--- config.mk ---
export PLATFORM = sky130hd
export DESIGN_NAME = utf8_validate_filter_flat
export DESIGN_NICKNAME = d
export VERILOG_FILES = /design/src/rtl/core/utf8vf_pkg.sv /design/src/rtl/core/utf8vf_if.sv /design/src/rtl/core/utf8vf_dec.sv /design/src/rtl/core/utf8_validate_filter.sv /design/src/flat_wrapper.sv
export SDC_FILE = /design/constraint.sdc
export NUM_CORES = 1
export LEC_CHECK = 0
export BUFFER_PORTS_ARGS = -buffer_cell sky130_fd_sc_hd__buf_2
export CAP_MARGIN = 20
export CORE_MARGIN = 5
export CORE_UTILIZATION = 35
export DETAILED_ROUTE_END_ITERATION = 16
export PLACE_DENSITY = 0.63
export SYNTH_ARGS = -nofsm -noshare
export SYNTH_HDL_FRONTEND = slang
export SYNTH_HIERARCHICAL = 1
export SYNTH_SLANG_ARGS = --single-unit
export TNS_END_PERCENT = 20
--- constraint.sdc ---
create_clock -name clk_i -period 9.4 [get_ports clk_i]
set_clock_uncertainty 0.15 [all_clocks]
set_input_delay 0.47 -clock clk_i [delete_from_list [all_inputs] [get_ports clk_i]]
set_output_delay 0.47 -clock clk_i [all_outputs]
set_load 0.05 [all_outputs]
--- src/rtl/core/utf8vf_pkg.sv ---
// Shared types, constants and scalar checks for the UTF-8 validating filter.
// No dependencies.
`default_nettype none

package utf8vf_pkg;

  localparam int unsigned MaxResults = 4;
  localparam int unsigned CntW       = $clog2(MaxResults + 1);

  localparam logic [7:0] ReplByte = 8'h5F;  // '_'

  localparam logic [2:0] SeqNone = 3'd0;
  localparam logic [2:0] SeqLen2 = 3'd2;
  localparam logic [2:0] SeqLen3 = 3'd3;
  localparam logic [2:0] SeqLen4 = 3'd4;

  typedef logic [CntW-1:0] res_cnt_t;

  // Results caused by one accepted input transaction.
  typedef struct packed {
    logic [MaxResults-1:0][7:0] bytes;
    res_cnt_t                   count;
    logic                       has_byte;
    logic                       eos;
    logic                       str_valid;
  } burst_t;

  function automatic logic scalar_ok(logic [20:0] v);
    logic ok;
    ok = 1'b1;
    if (v >= 21'h110000)                      ok = 1'b0;
    if ((v & 21'h1FF800) == 21'h00D800)       ok = 1'b0;
    if (v >= 21'h00FDD0 && v <= 21'h00FDEF)   ok = 1'b0;
    if ((v & 21'h00FFFE) == 21'h00FFFE)       ok = 1'b0;
    return ok;
  endfunction

  // Smallest scalar that a sequence of the given length may encode.
  function automatic logic [20:0] min_scalar(logic [2:0] len);
    logic [20:0] m;
    unique case (len)
      SeqLen2: m = 21'h000080;
      SeqLen3: m = 21'h000800;
      default: m = 21'h010000;
    endcase
    return m;
  endfunction

endpackage

`default_nettype wire

--- src/rtl/core/utf8vf_if.sv ---
// Valid/ready channel interfaces for the filter's input and result streams.
// No dependencies.
`default_nettype none

interface utf8vf_in_if;
  logic       valid;
  logic       ready;
  logic [7:0] in_byte;
  logic       end_of_string;

  modport source (output valid, in_byte, end_of_string, input ready);
  modport sink   (input valid, in_byte, end_of_string, output ready);
endinterface

interface utf8vf_out_if;
  logic       valid;
  logic       ready;
  logic [7:0] out_byte;
  logic       has_byte;
  logic       string_valid;
  logic       last;
  logic       string_done;

  modport source (output valid, out_byte, has_byte, string_valid, last, string_done,
                  input ready);
  modport sink   (input valid, out_byte, has_byte, string_valid, last, string_done,
                  output ready);
endinterface

`default_nettype wire

--- src/rtl/core/utf8vf_dec.sv ---
// Sequence decoder: holds the pending-sequence state and works out the
// results of one input transaction in a single pass. Depends on utf8vf_pkg.
`default_nettype none

module utf8vf_dec (
  input  logic                clk_i,
  input  logic                rst_ni,
  input  logic                accept_i,
  input  logic [7:0]          in_byte_i,
  input  logic                eos_i,
  input  logic                filter_mode_i,
  output utf8vf_pkg::burst_t  burst_o
);

  logic [2:0][7:0] pend_q, pend_d;
  logic [1:0]      pcnt_q, pcnt_d;
  logic [2:0]      slen_q, slen_d;
  logic [20:0]     scal_q, scal_d;
  logic            err_q, err_d;

  logic [utf8vf_pkg::MaxResults-1:0][7:0] lst;
  utf8vf_pkg::res_cnt_t                   n, n_all;
  logic [20:0]                            sc_ext;
  logic                                   fin_ok;
  logic                                   do_start;
  logic                                   st_emit;
  logic [7:0]                             st_byte;

  assign sc_ext = {scal_q[14:0], in_byte_i[5:0]};
  assign fin_ok = (sc_ext >= utf8vf_pkg::min_scalar(slen_q)) && utf8vf_pkg::scalar_ok(sc_ext);

  always_comb begin
    pend_d   = pend_q;
    pcnt_d   = pcnt_q;
    slen_d   = slen_q;
    scal_d   = scal_q;
    err_d    = err_q;
    lst      = '0;
    n        = '0;
    n_all    = '0;
    do_start = 1'b0;
    st_emit  = 1'b0;
    st_byte  = utf8vf_pkg::ReplByte;

    // continue or close a pending sequence
    if (slen_q == utf8vf_pkg::SeqNone || pcnt_q == 2'd0) begin
      pcnt_d   = 2'd0;
      slen_d   = utf8vf_pkg::SeqNone;
      do_start = 1'b1;
    end else if (in_byte_i[7:6] != 2'b10) begin
      // broken sequence: held bytes become '_', breaking byte starts afresh
      for (int i = 0; i < 3; i++) begin
        if (i < int'(pcnt_q)) lst[i] = utf8vf_pkg::ReplByte;
      end
      n        = utf8vf_pkg::res_cnt_t'(pcnt_q);
      err_d    = 1'b1;
      pcnt_d   = 2'd0;
      slen_d   = utf8vf_pkg::SeqNone;
      scal_d   = '0;
      do_start = 1'b1;
    end else if ({1'b0, pcnt_q} + 3'd1 < slen_q) begin
      scal_d = sc_ext;
      for (int i = 0; i < 3; i++) begin
        if (pcnt_q == 2'(i)) pend_d[i] = in_byte_i;
      end
      pcnt_d = pcnt_q + 2'd1;
    end else begin
      // sequence complete
      for (int i = 0; i < 3; i++) begin
        if (i < int'(pcnt_q)) lst[i] = fin_ok ? pend_q[i] : utf8vf_pkg::ReplByte;
      end
      for (int i = 0; i < utf8vf_pkg::MaxResults; i++) begin
        if (i == int'(pcnt_q)) lst[i] = fin_ok ? in_byte_i : utf8vf_pkg::ReplByte;
      end
      n = utf8vf_pkg::res_cnt_t'(pcnt_q) + utf8vf_pkg::res_cnt_t'(1);
      if (!fin_ok) err_d = 1'b1;
      pcnt_d = 2'd0;
      slen_d = utf8vf_pkg::SeqNone;
      scal_d = '0;
    end

    // decode as a lead byte
    if (do_start) begin
      priority if (!in_byte_i[7]) begin
        st_emit = 1'b1;
        st_byte = in_byte_i;
      end else if (in_byte_i[7:5] == 3'b110) begin
        slen_d    = utf8vf_pkg::SeqLen2;
        scal_d    = {16'd0, in_byte_i[4:0]};
        pend_d[0] = in_byte_i;
        pcnt_d    = 2'd1;
      end else if (in_byte_i[7:4] == 4'b1110) begin
        slen_d    = utf8vf_pkg::SeqLen3;
        scal_d    = {17'd0, in_byte_i[3:0]};
        pend_d[0] = in_byte_i;
        pcnt_d    = 2'd1;
      end else if (in_byte_i[7:3] == 5'b11110) begin
        slen_d    = utf8vf_pkg::SeqLen4;
        scal_d    = {18'd0, in_byte_i[2:0]};
        pend_d[0] = in_byte_i;
        pcnt_d    = 2'd1;
      end else begin
        st_emit = 1'b1;
        err_d   = 1'b1;
      end
    end

    if (st_emit) begin
      for (int k = 0; k < utf8vf_pkg::MaxResults; k++) begin
        if (n == utf8vf_pkg::res_cnt_t'(k)) lst[k] = st_byte;
      end
      if (n != utf8vf_pkg::res_cnt_t'(utf8vf_pkg::MaxResults)) begin
        n = n + utf8vf_pkg::res_cnt_t'(1);
      end
    end

    // string ends mid-sequence: flush held bytes as '_'
    n_all = n;
    if (eos_i && slen_d != utf8vf_pkg::SeqNone) begin
      for (int k = 0; k < utf8vf_pkg::MaxResults; k++) begin
        if (k >= int'(n) && k < int'(n) + int'(pcnt_d)) lst[k] = utf8vf_pkg::ReplByte;
      end
      if (int'(n) + int'(pcnt_d) > utf8vf_pkg::MaxResults) begin
        n_all = utf8vf_pkg::res_cnt_t'(utf8vf_pkg::MaxResults);
      end else begin
        n_all = n + utf8vf_pkg::res_cnt_t'(pcnt_d);
      end
      err_d = 1'b1;
    end
  end

  always_comb begin
    burst_o.bytes     = lst;
    burst_o.has_byte  = filter_mode_i;
    burst_o.eos       = eos_i;
    burst_o.str_valid = !err_d;
    if (filter_mode_i) begin
      burst_o.count = n_all;
    end else begin
      burst_o.count = eos_i ? utf8vf_pkg::res_cnt_t'(1) : '0;
    end
  end

  always_ff @(posedge clk_i or negedge rst_ni) begin
    if (!rst_ni) begin
      pcnt_q <= 2'd0;
      slen_q <= utf8vf_pkg::SeqNone;
      scal_q <= '0;
      err_q  <= 1'b0;
      pend_q <= '0;
    end else if (accept_i) begin
      pend_q <= pend_d;
      if (eos_i) begin
        pcnt_q <= 2'd0;
        slen_q <= utf8vf_pkg::SeqNone;
        scal_q <= '0;
        err_q  <= 1'b0;
      end else begin
        pcnt_q <= pcnt_d;
        slen_q <= slen_d;
        scal_q <= scal_d;
        err_q  <= err_d;
      end
    end
  end

endmodule

`default_nettype wire

--- src/rtl/core/utf8_validate_filter.sv ---
// Top level of the UTF-8 validating filter: config register, decoder and
// result burst register. Depends on utf8vf_pkg, utf8vf_if and utf8vf_dec.
//
//   channel  dir  handshake          payload
//   in_ch    in   valid/ready        in_byte[7:0], end_of_string
//   out_ch   out  valid/ready        out_byte[7:0], has_byte, string_valid,
//                                    last, string_done
//   cfg      in   cfg_we_i (no wait) cfg_wdata_i = filter_mode
//
// One input transaction is decoded in the cycle it is accepted; its 0..4
// results land in the burst register and leave one per cycle while
// out_ch.ready is high. Results hold the register until the last is taken,
// so input then runs at one byte a cycle while each byte yields at most one result.
// ready rises again in the cycle the last queued result is taken.
// Reset (async, active low) clears the decoder state, burst count and mode.
`default_nettype none

module utf8_validate_filter (
  input  logic                clk_i,
  input  logic                rst_ni,
  input  logic                cfg_we_i,
  input  logic                cfg_wdata_i,
  utf8vf_in_if.sink           in_ch,
  utf8vf_out_if.source        out_ch
);

  logic                filter_mode_q;
  logic                in_accept;
  logic                out_pop;
  utf8vf_pkg::burst_t  burst;

  // Result burst register: entry 0 is the head, pops shift down.
  logic [utf8vf_pkg::MaxResults-1:0][7:0] obytes_q, obytes_d;
  utf8vf_pkg::res_cnt_t                   ocnt_q, ocnt_d;
  logic                                   ohas_q, ohas_d;
  logic                                   oeos_q, oeos_d;
  logic                                   oval_q, oval_d;
  logic                                   out_last;

  // Mode register; the user must write it only while the block is idle, the block does not enforce this.
  always_ff @(posedge clk_i or negedge rst_ni) begin
    if (!rst_ni) begin
      filter_mode_q <= 1'b0;
    end else if (cfg_we_i) begin
      filter_mode_q <= cfg_wdata_i;
    end
  end

  // Take a new byte once the burst register is empty or about to be.
  assign in_ch.ready = (ocnt_q == '0)
                    || (ocnt_q == utf8vf_pkg::res_cnt_t'(1) && out_ch.ready);
  assign in_accept   = in_ch.valid && in_ch.ready;
  assign out_pop     = (ocnt_q != '0) && out_ch.ready;

  utf8vf_dec u_dec (
    .clk_i         (clk_i),
    .rst_ni        (rst_ni),
    .accept_i      (in_accept),
    .in_byte_i     (in_ch.in_byte),
    .eos_i         (in_ch.end_of_string),
    .filter_mode_i (filter_mode_q),
    .burst_o       (burst)
  );

  always_comb begin
    obytes_d = obytes_q;
    ocnt_d   = ocnt_q;
    ohas_d   = ohas_q;
    oeos_d   = oeos_q;
    oval_d   = oval_q;
    if (in_accept) begin
      // load wins: the burst register is empty or its last entry leaves now
      obytes_d = burst.bytes;
      ocnt_d   = burst.count;
      ohas_d   = burst.has_byte;
      oeos_d   = burst.eos;
      oval_d   = burst.str_valid;
    end else if (out_pop) begin
      obytes_d = {8'h00, obytes_q[utf8vf_pkg::MaxResults-1:1]};
      ocnt_d   = ocnt_q - utf8vf_pkg::res_cnt_t'(1);
    end
  end

  always_ff @(posedge clk_i or negedge rst_ni) begin
    if (!rst_ni) begin
      ocnt_q <= '0;
    end else begin
      ocnt_q <= ocnt_d;
    end
  end

  // payload, no reset needed
  always_ff @(posedge clk_i) begin
    obytes_q <= obytes_d;
    ohas_q   <= ohas_d;
    oeos_q   <= oeos_d;
    oval_q   <= oval_d;
  end

  assign out_last            = (ocnt_q == utf8vf_pkg::res_cnt_t'(1));
  assign out_ch.valid        = (ocnt_q != '0);
  assign out_ch.out_byte     = ohas_q ? obytes_q[0] : 8'h00;
  assign out_ch.has_byte     = ohas_q;
  assign out_ch.last         = out_last;
  assign out_ch.string_done  = out_last && oeos_q;
  assign out_ch.string_valid = out_last && oeos_q && oval_q;

endmodule

`default_nettype wire

--- src/flat_wrapper.sv ---
// flat-port wrapper written by rule: the top's interface ports become plain ports
module utf8_validate_filter_flat 
  (clk_i, rst_ni, cfg_we_i, cfg_wdata_i, in_ch_valid, in_ch_in_byte, in_ch_end_of_string, in_ch_ready, out_ch_valid, out_ch_out_byte, out_ch_has_byte, out_ch_string_valid, out_ch_last, out_ch_string_done, out_ch_ready);
  utf8vf_in_if in_ch_i ();
  utf8vf_out_if out_ch_i ();
  input  logic clk_i;
  input  logic rst_ni;
  input  logic cfg_we_i;
  input  logic cfg_wdata_i;
  input wire logic [$bits(in_ch_i.valid)-1:0] in_ch_valid;
  input wire logic [$bits(in_ch_i.in_byte)-1:0] in_ch_in_byte;
  input wire logic [$bits(in_ch_i.end_of_string)-1:0] in_ch_end_of_string;
  output wire logic [$bits(in_ch_i.ready)-1:0] in_ch_ready;
  output wire logic [$bits(out_ch_i.valid)-1:0] out_ch_valid;
  output wire logic [$bits(out_ch_i.out_byte)-1:0] out_ch_out_byte;
  output wire logic [$bits(out_ch_i.has_byte)-1:0] out_ch_has_byte;
  output wire logic [$bits(out_ch_i.string_valid)-1:0] out_ch_string_valid;
  output wire logic [$bits(out_ch_i.last)-1:0] out_ch_last;
  output wire logic [$bits(out_ch_i.string_done)-1:0] out_ch_string_done;
  input wire logic [$bits(out_ch_i.ready)-1:0] out_ch_ready;
  assign in_ch_i.valid = in_ch_valid;
  assign in_ch_i.in_byte = in_ch_in_byte;
  assign in_ch_i.end_of_string = in_ch_end_of_string;
  assign in_ch_ready = in_ch_i.ready;
  assign out_ch_valid = out_ch_i.valid;
  assign out_ch_out_byte = out_ch_i.out_byte;
  assign out_ch_has_byte = out_ch_i.has_byte;
  assign out_ch_string_valid = out_ch_i.string_valid;
  assign out_ch_last = out_ch_i.last;
  assign out_ch_string_done = out_ch_i.string_done;
  assign out_ch_i.ready = out_ch_ready;
  utf8_validate_filter u_core (.clk_i(clk_i), .rst_ni(rst_ni), .cfg_we_i(cfg_we_i), .cfg_wdata_i(cfg_wdata_i), .in_ch(in_ch_i), .out_ch(out_ch_i));
endmodule
======== After elaboration in Yosys (flattened, before gate mapping) ========
Index checks and enable logic that the tools add are counted.
Widths: inputs -> output; s select.
operators by class
  muxes and demuxes ....................... 103
  reductions and logical operators ........ 25
  magnitude comparators ................... 17
  eq/ne operators ......................... 18
  bitwise gates (word level) .............. 2
  $add $sub $neg .......................... 7
operators by type and width
  cell                  number
  $mux 8                30
  $mux 32               6
  $mux 21               9
  $mux 3                19
  $mux 7                5
  $pmux 17 s2           1
  $lt 1x32->1 const A   1
  $lt 2x32->1 const A   1
  $lt 3x32->1 const A   1
  $mux 24               1
  $mux 1                23
  $ge 21x16->1 const B  1
  $ge 21x17->1          1
  $ge 21x21->1 const B  1
  $le 21x16->1 const B  1
  $mux 2                9
  $eq 15x15->1 const B  1
  $eq 3x2->1 const B    4
  $logic_and 1x1->1     12
  $eq 10x5->1 const B   1
  $reduce_and 5->1      2
  $logic_not 3->1       3
  $add 3x2->4           2
  $eq 3x1->1 const B    2
  27 further kinds      35
word-level totals
  logic and storage cells ................. 188
  register bits ........................... 90
  output and inout port bits .............. 14
  input bits .............................. 15

======== Depth between registers and ports, before layout ========
  word-level depth ........................ 17
  depth in mapped cells ................... 18
  mapped depth without buffers ............ 18

======== Cells and area by module ========
The synthesis kept the hierarchy.
modules (own cells, without submodules)
  module                cells an instance  area an instance (um^2)  seq. area each (um^2)  instances
  utf8vf_dec            453                3,512.1                  1,126.1                1
  utf8_validate_filter  108                1,755.4                  1,151.1                1

======== Worst setup path before layout ========
No wires, ideal clock.
  path kind ............................... register -> register
  start ................................... register u_core.u_dec.pcnt_q[0]
  end ..................................... register u_core/obytes_q[6] in the netlist's numbering (data pin)
  cell stages (with the launch flop) ...... 18
  path buffers ............................ 0
  path slack .............................. 5.079 ns
  required time ........................... 8.990 ns
  library setup time ...................... 0.260 ns
  data arrival time ....................... 3.911 ns
  clock period less this slack ............ 4.321 ns
  cell sequence ........................... dfrtp_1 inv_1 ha_1 ha_1 nand2_1 o21ai_2 and3_1 o21ai_0 ha_1 nand2_1 o21ai_0 inv_1 fa_1 a211oi_1 mux2i_1 o2111ai_1 nand2_1 mux2_2
RTL lines
  item                      RTL line                    source
  start: declaration        utf8vf_dec.sv:16            logic [1:0] pcnt_q, pcnt_d;
  start signal: assignment  utf8vf_dec.sv:159           pcnt_q <= pcnt_d;
  end signal: assignment    utf8_validate_filter.sv:94  obytes_q <= obytes_d;
  end: declaration          utf8_validate_filter.sv:33  logic [utf8vf_pkg::MaxResults-1:0][7:0] obytes_q, obytes_d;

==> flow_summary_export.csv <==
group,metric,value,unit
layout,fin_nets,610,
layout,utilization,39.6,%
critical_path,cp-startpoint,"u_core/u_dec/pcnt_q[0]$_DFFE_PN0P_",
critical_path,rrSetupSlack,4.34,ns
routing,dr.pass1.iters,5,
yosys,async_flop_share,58.3,%
yosys,synth_mux_area_share,8.36,%
yosys,dominantRegCellSynth,"dfrtp_1",
yosys,synth-adder-area-share,4.89,%
layout,fillers,1480,
yosys,syn_inst,561,
global_route,gr-total-overflow,0,
clocking,cts_tree,"yes",
outcome,status,"complete, no violations",
timing,setup_viol,0,
yosys,synth_compound_area_share,19.5,%
clocking,cts_max_level,3,
timing,holdWs,0.0750,ns
yosys,syn_area_per_cell,9.39,um^2
die,fp.dieW,133,um
yosys,seq_area_frac_synth,43.2,%
clocking,cts_sinks,84,
worst_hold_path,worstHoldPathType,"input pin to asynchronous set/reset pin",
routing,finalWirelength,14.2,mm
die,core-area,0.0146,mm^2
clocking,cts_made_buffers,9,
timing,fmax,0.197,GHz
critical_path,start_kind,"flop",
yosys,yosys.area_share.simple,19.0,%
global_route,grt_use_total,16.6,%
critical_path,r2r_cells,17,
routing,wl_met2,6.20,mm
global_route,antenna_found_initial,1,
critical_path,crit_required,9.34,ns
layout,n_antenna_cell,0,
yosys,synth_cell_types,60,
clocking,clk_pin_slew,0.06,ns
yosys,netlist_top_cells_area,"dfrtp_1 23%, edfxtp_1 20%, nand2_1 6.3%",
power,p_leak,2.54,nW
power,ir_worst_vdd,122,uV
routing,post_drt_wl_per_cell,18.6,um
placed_design,place_congestion,0.955,
die,die_height,133,um
clocking,ctsHoldBuffers,0,
global_route,grt_first_pass_wirelength,23.2,mm
routing,drc_errors,0,
timing,hold_viol_final,0,
timing,slew_headroom,44.2,%
yosys,yosys.area_share.xor_xnor,0,%
die,rows,44,
routing,drt-initial-drc-count,311,
timing,fin_crit,5.06,ns
routing,wl_met1,6.92,mm
layout,area_growth_syn_to_layout,10.0,%
yosys,yosysTopAreaCell,"dfrtp_1",
placed_design,place_hpwl,10.5,mm
yosys,synth_edf_count,35,
critical_path,critPathCapture,"u_core/obytes_q[6]$_DFFE_PP_",
critical_path,worstSetupPathType,"flop to flop",
critical_path,cp_max_fo,10,
die,die_area,0.0176,mm^2
layout,drive_gt1_share,15.0,%
routing,vias_per_cell,5.67,
clocking,clk_latency,0.35,ns
die,pin_count,29,
yosys,synth_top_family_by_area,"compound AO/OA/AOI/OAI gates",
timing,finalSetupTns,0,ns
layout,multi_input_area,0.00272,mm^2
yosys,yosysTopAreaCellShare,23.3,%
layout,final-seq-area,0.00228,mm^2
clocking,cts-root-buf,"clkbuf_16",
yosys,synthesis.area,0.00527,mm^2
timing,drv_slew,0,
clocking,post_cts_buffers,0,
critical_path,arrival,5.01,ns
die,start_util,36.0,%
placed_design,port_buffers,28,
timing,min_period_over_period,53.9,%
routing,top_layer_used,"met5",
power,p_per_area,233,mW/mm^2
yosys,yosys_warnings,6,
global_route,grt_max_degree,50,
clocking,max-clock-path-buffers,2,
critical_path,end_kind,"flop",
yosys,synth-seq-cells,84,
critical_path,r2r_end,"u_core/obytes_q[6]$_DFFE_PP_",
global_route,grt_pass1_vias,4228,
routing,vias,4334,
clocking,post_cts_resized,0,
job,drv_cap,0,
routing,ant_nets,0,
timing,rsz0062_at_grt,"false",
yosys,syn_nets,596,
timing,worst_pin_slew,0.836,ns
routing,route.met3.wl,818,um
critical_path,r2r-start,"u_core/u_dec/pcnt_q[0]$_DFFE_PN0P_",
==> cell usage after synthesis (4+ instances only) <==
| cell | n |
|---|---|
| nand2_1 | 88 |
| dfrtp_1 | 49 |
| o21ai_0 | 46 |
| nor2_1 | 41 |
| edfxtp_1 | 35 |
| inv_1 | 33 |
| a21oi_1 | 25 |
| mux2_2 | 24 |
| and2_1 | 23 |
| ha_1 | 19 |
| a22o_1 | 15 |
| clkbuf_1 | 15 |
| o32ai_1 | 11 |
| o22ai_1 | 10 |
| mux2i_1 | 8 |
| nand3_1 | 7 |
| nand4_1 | 7 |
| buf_2 | 6 |
| mux2_4 | 6 |
| nand2b_1 | 6 |
| nor2b_1 | 6 |
| o41ai_1 | 6 |
| nor3_1 | 5 |
| a211oi_1 | 4 |
| and3_1 | 4 |
| o221ai_1 | 4 |
| or3_1 | 4 |
==> area by class of cell <==
| class | instances | area share, % |
|---|---|---|
| Inverter | 33 | 2.14 |
| Multi-Input combinational cell | 417 | 47.0 |
| Clock inverter | 3 | 0.324 |
| Sequential cell | 84 | 39.3 |
| Timing Repair Buffer | 30 | 2.68 |
| Tap cell | 184 | 3.97 |
| Clock buffer | 13 | 4.58 |
==> worst max-delay path, cell delays in order (launching register included) <==
cell and delay, ns:
dfrtp_1 0.49, inv_1 0.15, ha_1 0.35, ha_1 0.29, nand2_1 0.07, o21ai_2 0.34
and3_1 0.21, o21ai_0 0.17, ha_1 0.37, nand2_1 0.04, o21ai_0 0.16, inv_1 0.11
fa_1 0.50, a211oi_1 0.24, mux2i_1 0.18, o2111ai_1 0.51, nand2_1 0.16, mux2_2 0.31
==> state kept, by name (all words and copies together) (netlist names) <==
name / cells
u_core/ocnt_q: 3
u_core/oval_q: 1
u_core/u_dec/err_q: 1
u_core/u_dec/slen_q: 3
u_core/oeos_q: 1
u_core/obytes_q: 32
u_core/u_dec/pend_q: 24
u_core/out_ch.has_byte: 1
u_core/filter_mode_q: 1
u_core/u_dec/pcnt_q: 2
u_core/u_dec/scal_q: 15
==> power breakdown <==
part | switching, W | internal [W] | total [W]
clock network | 0.000139 | 0.000198 | 0.000337
registers | 0.0000493 | 0.000492 | 0.000541
logic | 0.000308 | 0.000167 | 0.000474
total | 0.000496 | 0.000856 | 0.00135
==> placed cells by master, fill, tap and decap left out, drive strengths merged, types with 7 or more instances in the layout <==
master,Yosys,final
edfxtp,35,35
o21ai,47,47
a21oi,25,25
o22ai,10,10
o32ai,11,11
inv,33,34
mux2i,8,8
dfrtp,49,49
buf,12,30
clkbuf,15,13
nand3,7,7
nand2,88,88
ha,19,19
mux2,30,30
a22o,16,16
and2,24,24
nand4,7,7
nor2,42,42
==> logic make-up after synthesis <==
group | count (synthesis)
buffers and inverters | 60
multiplexers | 38
AND/OR/NAND/NOR | 208
AO/OA/AOI/OAI | 151
adder cells (fa/ha/maj) | 20
flip-flops | 84
==> stage by stage <==
step	total power, W	std cells	cell area [um^2]	setup WS, ns
after floorplan	0.000911	561	5270	5.08
after global placement	0.00101	748	5510	4.57
after detailed placement	0.00102	748	5510	4.36
after CTS	0.00136	764	5790	4.33
after global routing	0.00144	764	5790	3.87
final	0.00135	764	5790	4.34
==> metal layers <==
layer,GRT usage [%],up-vias
met2,25.5,154
met3,3.53,19
li1,-,2068
met5,0,-
met4,5.48,2
met1,23.4,2091
==> worst min path at each step <==
stage	startpoint	endpoint	slack (ns)	cells past startpoint
finish	rst_ni	u_core/ocnt_q[0]$_DFFE_PN0P_	0.08	2
global route	rst_ni	u_core/ocnt_q[0]$_DFFE_PN0P_	0.13	2
CTS	rst_ni	u_core/filter_mode_q$_DFFE_PN0P_	0.1	2
detailed placement	u_core/u_dec/pend_q[7]$_DFFE_PN0P_	u_core/u_dec/pend_q[7]$_DFFE_PN0P_	0.30	1
global placement	u_core/u_dec/pend_q[7]$_DFFE_PN0P_	u_core/u_dec/pend_q[7]$_DFFE_PN0P_	0.30	1
floorplan	rst_ni	u_core/filter_mode_q$_DFFE_PN0P_	0.02	0
No activity file was read; power rests on OpenSTA's default activity.
